==> config.mk <==
export PLATFORM = sky130hd
export DESIGN_NAME = ctbd_queue
export DESIGN_NICKNAME = d
export VERILOG_FILES = /design/src/hw/rtl/assert_macros.svh /design/src/hw/rtl/ctbd_pkg.sv /design/src/hw/rtl/ctbd_queue.sv
export SDC_FILE = /design/constraint.sdc
export NUM_CORES = 1
export LEC_CHECK = 0
export BUFFER_PORTS_ARGS = -buffer_cell sky130_fd_sc_hd__buf_2
export CAP_MARGIN = 10
export CORE_MARGIN = 1
export CORE_UTILIZATION = 30
export CTS_BUF_LIST = sky130_fd_sc_hd__clkbuf_8
export CTS_CLUSTER_SIZE = 8
export DETAILED_ROUTE_END_ITERATION = 8
export GPL_ROUTABILITY_DRIVEN = 0
export PLACE_DENSITY = 0.5
export REMOVE_ABC_BUFFERS = 1
export SLEW_MARGIN = 20
export SYNTH_ARGS = -nofsm -noshare
export SYNTH_HDL_FRONTEND = slang
export SYNTH_SLANG_ARGS = --single-unit
==> constraint.sdc <==
create_clock -name clk_i -period 3.3 [get_ports clk_i]
set_clock_uncertainty 0.15 [all_clocks]
set_input_delay 0.165 -clock clk_i [delete_from_list [all_inputs] [get_ports clk_i]]
set_output_delay 0.165 -clock clk_i [all_outputs]
set_load 0.05 [all_outputs]
==> src/hw/rtl/assert_macros.svh <==
// Assertion macros used by the top-level RTL file.
`ifndef ASSERT_MACROS_SVH
`define ASSERT_MACROS_SVH
`ifndef ASSERT_OFF
`define ASSERT_AT(lbl, prop) lbl: assert property (@(posedge clk_i) disable iff (!rst_ni) \
  prop) else $error("check failed");
`define ASSERT_NEVER(lbl, expr) lbl: assert property (@(posedge clk_i) disable iff (!rst_ni) \
  !(expr)) else $error("forbidden condition");
`else
`define ASSERT_AT(lbl, prop)
`define ASSERT_NEVER(lbl, expr)
`endif
`endif

==> src/hw/rtl/ctbd_pkg.sv <==
// Types, constants and the prescaler shift table of the clock tree divisor.
`default_nettype none
package ctbd_pkg;
  localparam int OscW = 26;
  localparam int ClkW = 32;

  localparam logic [1:0] SRC_EXT = 2'd1;
  localparam logic [1:0] SRC_PLL = 2'd2;

  localparam logic REG_INT_OSC = 1'b0;
  localparam logic REG_EXT_OSC = 1'b1;

  localparam logic [31:0] RECIP3   = 32'hAAAA_AAAB;
  localparam logic [31:0] RECIP100 = 32'h51EB_851F;
  localparam logic [12:0] RECIP100_SMALL = 13'd5243;

  typedef struct packed {
    logic [23:0] baud_rate;
    logic        oversample_by_eight;
    logic        on_fast_bus;
    logic [2:0]  apb2_prescale_code;
    logic [2:0]  apb1_prescale_code;
    logic [3:0]  ahb_prescale_code;
    logic [1:0]  pll_p_code;
    logic [8:0]  pll_n;
    logic [5:0]  pll_m;
    logic        pll_from_external;
    logic [1:0]  clock_source;
  } item_t;

  typedef struct packed {
    logic [OscW-1:0] osc;
    logic [1:0]      src;
    logic            m_zero;
    logic [8:0]      n;
    logic [1:0]      pcode;
    logic [3:0]      ahb;
    logic [2:0]      apb1;
    logic [2:0]      apb2;
    logic            fast;
    logic            over8;
    logic [23:0]     baud;
  } ftag_t;

  typedef struct packed {
    logic [ClkW-1:0] sys;
    logic [ClkW-1:0] ahb;
    logic [ClkW-1:0] apb1;
    logic [ClkW-1:0] apb2;
    logic [ClkW-1:0] clk;
    logic            err;
    logic            over8;
    logic [23:0]     baud;
  } qent_t;

  typedef struct packed {
    logic            err;
    logic            over8;
    logic [ClkW-1:0] sys;
    logic [ClkW-1:0] ahb;
    logic [ClkW-1:0] apb1;
    logic [ClkW-1:0] apb2;
  } btag_t;

  typedef struct packed {
    logic full;
    logic empty;
  } qstat_t;

  function automatic logic [3:0] shift_of(input logic [3:0] code);
    logic [3:0] s;
    case (code)
      4'd4:    s = 4'd1;
      4'd5:    s = 4'd2;
      4'd6:    s = 4'd3;
      4'd7:    s = 4'd4;
      4'd8:    s = 4'd1;
      4'd9:    s = 4'd2;
      4'd10:   s = 4'd3;
      4'd11:   s = 4'd4;
      4'd12:   s = 4'd6;
      4'd13:   s = 4'd7;
      4'd14:   s = 4'd8;
      4'd15:   s = 4'd9;
      default: s = 4'd0;
    endcase
    return s;
  endfunction
endpackage
`default_nettype wire

==> src/hw/rtl/ctbd_queue.sv <==
// Short queue between the front and back parts.
`default_nettype none
module ctbd_queue #(
  parameter int DEPTH = 4
) (
  input  wire logic            clk_i,
  input  wire logic            rst_ni,
  input  wire logic            wr_valid_i,
  output logic                 wr_ready_o,
  input  wire ctbd_pkg::qent_t wr_data_i,
  output logic                 rd_valid_o,
  input  wire logic            rd_ready_i,
  output ctbd_pkg::qent_t      rd_data_o,
  output ctbd_pkg::qstat_t     stat_o
);
  import ctbd_pkg::*;

  localparam int PtrW = $clog2(DEPTH);
  localparam int CntW = $clog2(DEPTH + 1);

  qent_t         mem_q [DEPTH];
  logic [PtrW-1:0] wr_ptr_q;
  logic [PtrW-1:0] rd_ptr_q;
  logic [CntW-1:0] cnt_q;
  logic            do_wr;
  logic            do_rd;

  assign wr_ready_o = cnt_q != CntW'(DEPTH);
  assign rd_valid_o = cnt_q != '0;
  assign do_wr      = wr_valid_i && wr_ready_o;
  assign do_rd      = rd_valid_o && rd_ready_i;
  assign rd_data_o  = mem_q[rd_ptr_q];
  assign stat_o.full  = !wr_ready_o;
  assign stat_o.empty = !rd_valid_o;

  always_ff @(posedge clk_i or negedge rst_ni) begin
    if (!rst_ni) begin
      wr_ptr_q <= '0;
      rd_ptr_q <= '0;
      cnt_q    <= '0;
    end else begin
      if (do_wr) begin
        wr_ptr_q <= (wr_ptr_q == PtrW'(DEPTH - 1)) ? '0 : wr_ptr_q + 1'b1;
      end
      if (do_rd) begin
        rd_ptr_q <= (rd_ptr_q == PtrW'(DEPTH - 1)) ? '0 : rd_ptr_q + 1'b1;
      end
      if (do_wr && !do_rd) begin
        cnt_q <= cnt_q + 1'b1;
      end else if (do_rd && !do_wr) begin
        cnt_q <= cnt_q - 1'b1;
      end
    end
  end

  always_ff @(posedge clk_i) begin
    if (do_wr) begin
      mem_q[wr_ptr_q] <= wr_data_i;
    end
  end
endmodule
`default_nettype wire

==> results.sh, run 1 <==
export IMPL_worst_path_stages=3
export IMPL_final_setup_worst_slack_ns=0.350
export IMPL_grt_overflow_total=0
export IMPL_cts_sinks=751
export IMPL_core_um2=90000
export IMPL_ant_nets=0
export IMPL_r2r_start="cnt_q[1]"
export IMPL_maxCapViolCount=0
export IMPL_slew_headroom=0.633
export IMPL_cp_required_ns=2.98
export IMPL_grt_start_max_net_pins=71
export IMPL_wirelength_um=60700
export IMPL_grt_setup_unrepaired="false"
export IMPL_yosys_area_top_type="edfxtp_1"
export IMPL_leakagePower_nw=12.9
export IMPL_ioPinCount=380
export IMPL_synth_edf_count=744
export IMPL_grt_pass1_wl_um=89900
export IMPL_finalSetupViolCount=0
export IMPL_clockBufferDepth=3
export IMPL_clkTransAtPathRegs_ns=0.05
export IMPL_portBuffers=379
export IMPL_drt_vias_per_instance=4.39
export IMPL_grtUsageTotal=0.132
export IMPL_cts_buffers=132
export IMPL_synth_cell_types=19
export IMPL_peakVddDrop_v=0.000579
export IMPL_cts_root_buffer="clkbuf_8"
export IMPL_yosys_register_bits=751
export IMPL_ys_async_sr_fraction=0.00932
export IMPL_synth_top_area_share=0.819
export IMPL_dpl_cell_count=2561
export IMPL_synth_flop_cell="edfxtp_1"
export IMPL_max_stage_delay_ns=0.75
export IMPL_synth_warnings=0
export IMPL_cts_tree="built"
export IMPL_min_delay_path_depth=2
export IMPL_path_cells="buf_12 > mux4_2 > buf_2"
export IMPL_dieArea_um2=92100
export IMPL_finalCritPeriodShare=0.894
export IMPL_die_y_um=304
export IMPL_reg2reg_depth=6
export IMPL_critPathBufInv=2
export IMPL_place_ws_ns=0.881
export IMPL_first_global_vias=15300
export IMPL_cp_arrival_ns=2.63
export IMPL_syn_cell_area_um2=27300
export IMPL_initial_core_util=0.303
export IMPL_drt_iter0_drc=692
export IMPL_synthMostInstantiatedCell="edfxtp_1"
export IMPL_synthCells=1011
export IMPL_route_detailed_drc=0
export IMPL_r2r_end="cnt_q[1]"
export IMPL_r2r_slack_ns=0.90
export IMPL_clk_latency_ns=0.78
export IMPL_area_growth_pct=36.0
export IMPL_synth_commonest_cells="edfxtp_1, mux4_2, buf_2"
export IMPL_finalCriticalPeriod_ns=2.95
export IMPL_htree_levels=4
export IMPL_p_per_area_nw_per_um2=939
export IMPL_fin_cells=3178
export IMPL_timing_fmax_mhz=339
export IMPL_drive_above_1_share=0.391
export IMPL_crit_start="rd_ptr_q[1]"
export IMPL_drv_slew=0
export IMPL_yosysSeqAreaShare=0.825
export IMPL_fin_nets=2098
export IMPL_worst_pin_slew_ns=0.551
export IMPL_first_pass_iters=4
export IMPL_outcome="finished clean"
export IMPL_avgRoutedWirePerCell_um=19.1
export IMPL_dr_total_vias=14000
export IMPL_critPathCapture="rd_data_o[14]"
export IMPL_dp_hpwl_um=35000
export IMPL_fin_setup_tns_ns=0
export IMPL_cp_slowest_cell="dfrtp_4"
export IMPL_die_w_um=304
export IMPL_rows=110
export IMPL_start_kind="flip-flop"
export IMPL_hold_ws_ns=0.168
export IMPL_crit_fanout=48
export IMPL_hold_violations=0
export IMPL_synth_avg_cell_area_um2=27.0
export IMPL_synth_area_top_cells="edfxtp_1, mux4_2, dfrtp_1"
export IMPL_holdCritPathClass="in2reg"
export IMPL_antenna_found_initial=6
export IMPL_hp_start="wr_data_i[151]"
export IMPL_end_kind="primary output"
export IMPL_worst_setup_path_type="reg2out"
export IMPL_cpLargestDelayFamily="flip-flops"
## per-stage QoR
step | total power [mW] | cell area, um2 | util
CTS | 35.5 | 37000 | 0.411
global route | 36.6 | 37100 | 0.412
finish | 34.9 | 37100 | 0.412
global placement | 27.2 | 30900 | 0.343
detailed placement | 27.3 | 30900 | 0.343
floorplan | 21.2 | 27000 | -
## sequential cells by signal (all words and copies together) (netlist names)
signal,count
cnt_q,3
wr_ptr_q,2
rd_ptr_q,2
mem_q,744
## where the power goes
| part | switching [mW] | internal (mW) |
|---|---|---|
| Sequential | 0.439 | 12.6 |
| Clock | 3.73 | 3.91 |
| Combinational | 9.76 | 4.44 |
## logic make-up after synthesis
logic type,share of synthesized area
adder cells (fa/ha/maj),0.00349
multiplexers,0.156
flip-flops,0.825
XOR/XNOR,0.000963
buffers and inverters,0.0117
AND/OR/NAND/NOR,0.00257
## cells in the final DEF (no fill, tap or decap), types with 3 or more instances in the layout
cell / netlist / routed
inv_8: 0 / 4
mux2_2: 3 / 3
clkbuf_8: 0 / 135
dfrtp_1: 7 / 5
ha_1: 6 / 6
diode_2: 0 / 3
inv_6: 0 / 4
buf_4: 0 / 22
clkinv_1: 0 / 29
clkinvlp_4: 0 / 7
and3_4: 0 / 4
edfxtp_1: 744 / 744
dlygate4sd3_1: 0 / 374
clkinv_2: 0 / 4
inv_1: 5 / 51
buf_2: 22 / 379
mux4_2: 186 / 186
nor2_1: 3 / 3
buf_12: 0 / 23
## how the worst min path moves through the flow
stage	end	slack (ns)
after global routing	mem_q[0][150]	0.11
after detailed placement	rd_ptr_q[1]	-0.14
after floorplan	cnt_q[0]	-0.28
final	mem_q[2][151]	0.17
after CTS	mem_q[2][150]	0.06
after global placement	rd_ptr_q[1]	-0.14
## per-layer routing
metal,GRT usage,part of all wire
met5,0,0.00044
met2,0.221,0.51
met4,0.0544,0.025
met1,0.153,0.40
met3,0.0480,0.071
## cell type report
| cell class | count | area (um2) |
|---|---|---|
| Fill cell | 8128 | 52900 |
| Sequential cell | 751 | 22500 |
| Timing Repair Buffer | 799 | 6280 |
| Multi-Input combinational cell | 212 | 4460 |
| Clock buffer | 135 | 1860 |
| Tap cell | 1176 | 1470 |
| Clock inverter | 97 | 497 |
| Inverter | 5 | 18.8 |
| Antenna cell | 3 | 7.51 |
## timing repair
action | 4_1_cts | 5_1_grt
setup buffers | 0 | 8
setup endpoints to repair | 19 | 24
gates resized for setup | 1 | 0
hold buffers | 374 | 0
hold endpoints to repair | 987 | 0
## worst register-to-register path, cell delays in order, from the launching register on
cell and delay [ns]:
dfrtp_1 0.41, or3b_1 0.52, and2_4 0.24, ha_1 0.23
inv_1 0.08, fa_1 0.40, mux2_2 0.27
(Power assumes the default switching activity.)
==> run 2, diff against run 1 <==
PLACE_DENSITY = 0.48   (was 0.5)
clock period = 3.4 ns   (was 3.3 ns; I/O delays follow)
==> run 2 against run 1 <==
Effect of this change: global-route usage grew 0.39 points; via count is essentially flat; setup slack lost 0.11 ns; power shrank 3.2%; cell count shrank 0.66%; hold slack gained 0.055 ns; clock-buffer cell count shrank 1; critical path type unchanged; critical endpoint is now rd_data_o[183]; largest power group unchanged.
==> results.sh, run 2 (synthesized netlist as in run 1, its figures left out) <==
export IMPL_wl_met1_um=25200
export IMPL_slew_headroom=0.518
export IMPL_seqPwrFrac=0.378
export IMPL_portBuffers=379
export IMPL_drt_vias_per_instance=4.42
export IMPL_first_pass_iters=4
export IMPL_clockBufferDepth=3
export IMPL_leakagePower_nw=12.9
export IMPL_antenna_found_initial=5
export IMPL_clkTransAtPathRegs_ns=0.06
export IMPL_combinationalPowerShare=0.403
export IMPL_hold_violations=0
export IMPL_drive_above_1_share=0.388
export IMPL_grt_pass1_wl_um=92200
export IMPL_grt_overflow_total=0
export IMPL_cts_resized=0
export IMPL_final_core_util=0.411
export IMPL_mostFrequentLayoutCell="edfxtp_1"
export IMPL_die_w_um=304
export IMPL_end_kind="primary output"
export IMPL_drv_slew=0
export IMPL_power_internal_mw=20.3
export IMPL_dp_hpwl_um=36300
export IMPL_start_kind="flip-flop"
export IMPL_cp_required_ns=3.08
export IMPL_cp_slowest_cell="dfrtp_4"
export IMPL_dr_total_vias=14000
export IMPL_highest_layer="met5"
export IMPL_die_y_um=304
export IMPL_grtUsageTotal=0.136
export IMPL_cts_buffers=132
export IMPL_route_detailed_drc=0
export IMPL_area_growth_pct=35.6
export IMPL_clk_latency_ns=0.76
export IMPL_worst_pin_slew_ns=0.723
export IMPL_layout_common_cells="edfxtp_1, buf_2, dlygate4sd3_1, mux4_2, clkbuf_8"
export IMPL_cts_tree="built"
export IMPL_outcome="finished clean"
export IMPL_crit_start="rd_ptr_q[0]"
export IMPL_timing_fmax_mhz=317
export IMPL_met3_wirelength_um=4140
export IMPL_finalCriticalPeriod_ns=3.16
export IMPL_path_cells="buf_12 > mux4_2 > buf_2"
export IMPL_worst_setup_path_type="reg2out"
export IMPL_p_sw_frac=0.399
export IMPL_wirelength_um=61900
export IMPL_largest_reg_flops=744
export IMPL_cts_sinks=751
export IMPL_cts_root_buffer="clkbuf_8"
export IMPL_rows=110
export IMPL_met2_wirelength_um=31000
export IMPL_maxCapViolCount=0
export IMPL_first_global_vias=15700
export IMPL_drt_iter0_drc=659
export IMPL_p_clk_frac=0.219
export IMPL_peakVddDrop_v=0.000542
export IMPL_holdCritPathClass="in2async"
export IMPL_grt_setup_unrepaired="false"
export IMPL_p_per_area_nw_per_um2=912
export IMPL_cp_arrival_ns=2.84
export IMPL_htree_levels=4
export IMPL_top_regs="mem_q x744, cnt_q x3"
export IMPL_ioPinCount=380
export IMPL_initial_core_util=0.303
export IMPL_core_um2=90000
export IMPL_crit_fanout=45
export IMPL_power_mw=33.7
export IMPL_avgRoutedWirePerCell_um=19.6
export IMPL_fin_nets=2091
export IMPL_p_sw_mw=13.5
export IMPL_regMostFlops="mem_q"
export IMPL_ant_nets=0
export IMPL_max_stage_delay_ns=0.81
export IMPL_finalSetupViolCount=0
export IMPL_r2r_start="cnt_q[1]"
export IMPL_dieArea_um2=92100
export IMPL_grt_start_max_net_pins=63
export IMPL_finalCritPeriodShare=0.929
[run 2: cell types whose count changed in the layout (fill, tap and decap cells not counted), sizes merged]
cell,delta
dlygate4sd3,+2
diode,+1
inv,-7
bufinv,+2
clkinv,-9
clkbuf,-1
buf,-9
[run 2: layer usage]
layer | up-vias | global-route usage
li1 | 6195 | -
met3 | 109 | 0.0460
met5 | - | 0
met4 | 2 | 0.0576
met1 | 7287 | 0.159
met2 | 365 | 0.228
[run 2: power by group through the flow]
stage / Sequential [mW] / Clock, mW / Combinational [mW]
2_1_floorplan: 13.3 / 0 / 7.44
3_3_place_gp: 12.9 / 0 / 13.6
3_5_place_dp: 13.0 / 0 / 13.6
4_1_cts: 12.8 / 7.70 / 14.0
5_1_grt: 12.9 / 8.06 / 14.4
6_report: 12.8 / 7.38 / 13.6
[run 2: repair_timing]
item	4_1_cts	5_1_grt
buffers inserted	0	0
hold buffers	376	0
setup endpoints to repair	0	0
endpoints found under the hold margin	850	0
[run 2: final timing paths]
path | end | slack [ns] | cells after the start
worst max-delay path | rd_data_o[183] | 0.24 | 3
worst min register to register | cnt_q[2] | 0.34 | 1
max in group asynchronous | rd_ptr_q[0] | 2.59 | 3
worst min-delay path | rd_ptr_q[1] | 0.22 | 3
worst max register to register | cnt_q[2] | 0.97 | 8
min in group clk_i | rd_ptr_q[0] | 0.24 | 4
[run 2: stage by stage]
| step | instances | hold slack (ns) | instance area (um2) | setup WS, ns | setup TNS, ns |
|---|---|---|---|---|---|
| detailed placement | 2560 | -0.130 | 30900 | 0.957 | 0 |
| floorplan | 968 | -0.276 | 27000 | -5.06 | -1321.70 |
| global placement | 2560 | -0.138 | 30900 | 0.975 | 0 |
| CTS | 3153 | 0.106 | 37000 | 0.0343 | 0 |
| finish | 3157 | 0.223 | 37000 | 0.242 | 0 |
| global route | 3157 | 0.191 | 37000 | 0.0246 | 0 |
[run 2: critical path: cells and delay by family (launching register included)]
| family | cells | cell delay, ns |
|---|---|---|
| multiplexers | 1 | 0.56 |
| buffers and inverters | 2 | 0.66 |
| flip-flops | 1 | 0.81 |
[run 2: final cells by class]
| cell class | instances | area [um2] |
|---|---|---|
| clock buffer | 134 | 1840 |
| antenna | 4 | 10.0 |
| inverter | 5 | 18.8 |
| clock inverter | 83 | 452 |
| tap | 1176 | 1470 |
| multi-input combinational | 212 | 4460 |
| sequential | 751 | 22500 |
| timing repair buffer | 792 | 6200 |
| fill | 8143 | 53000 |
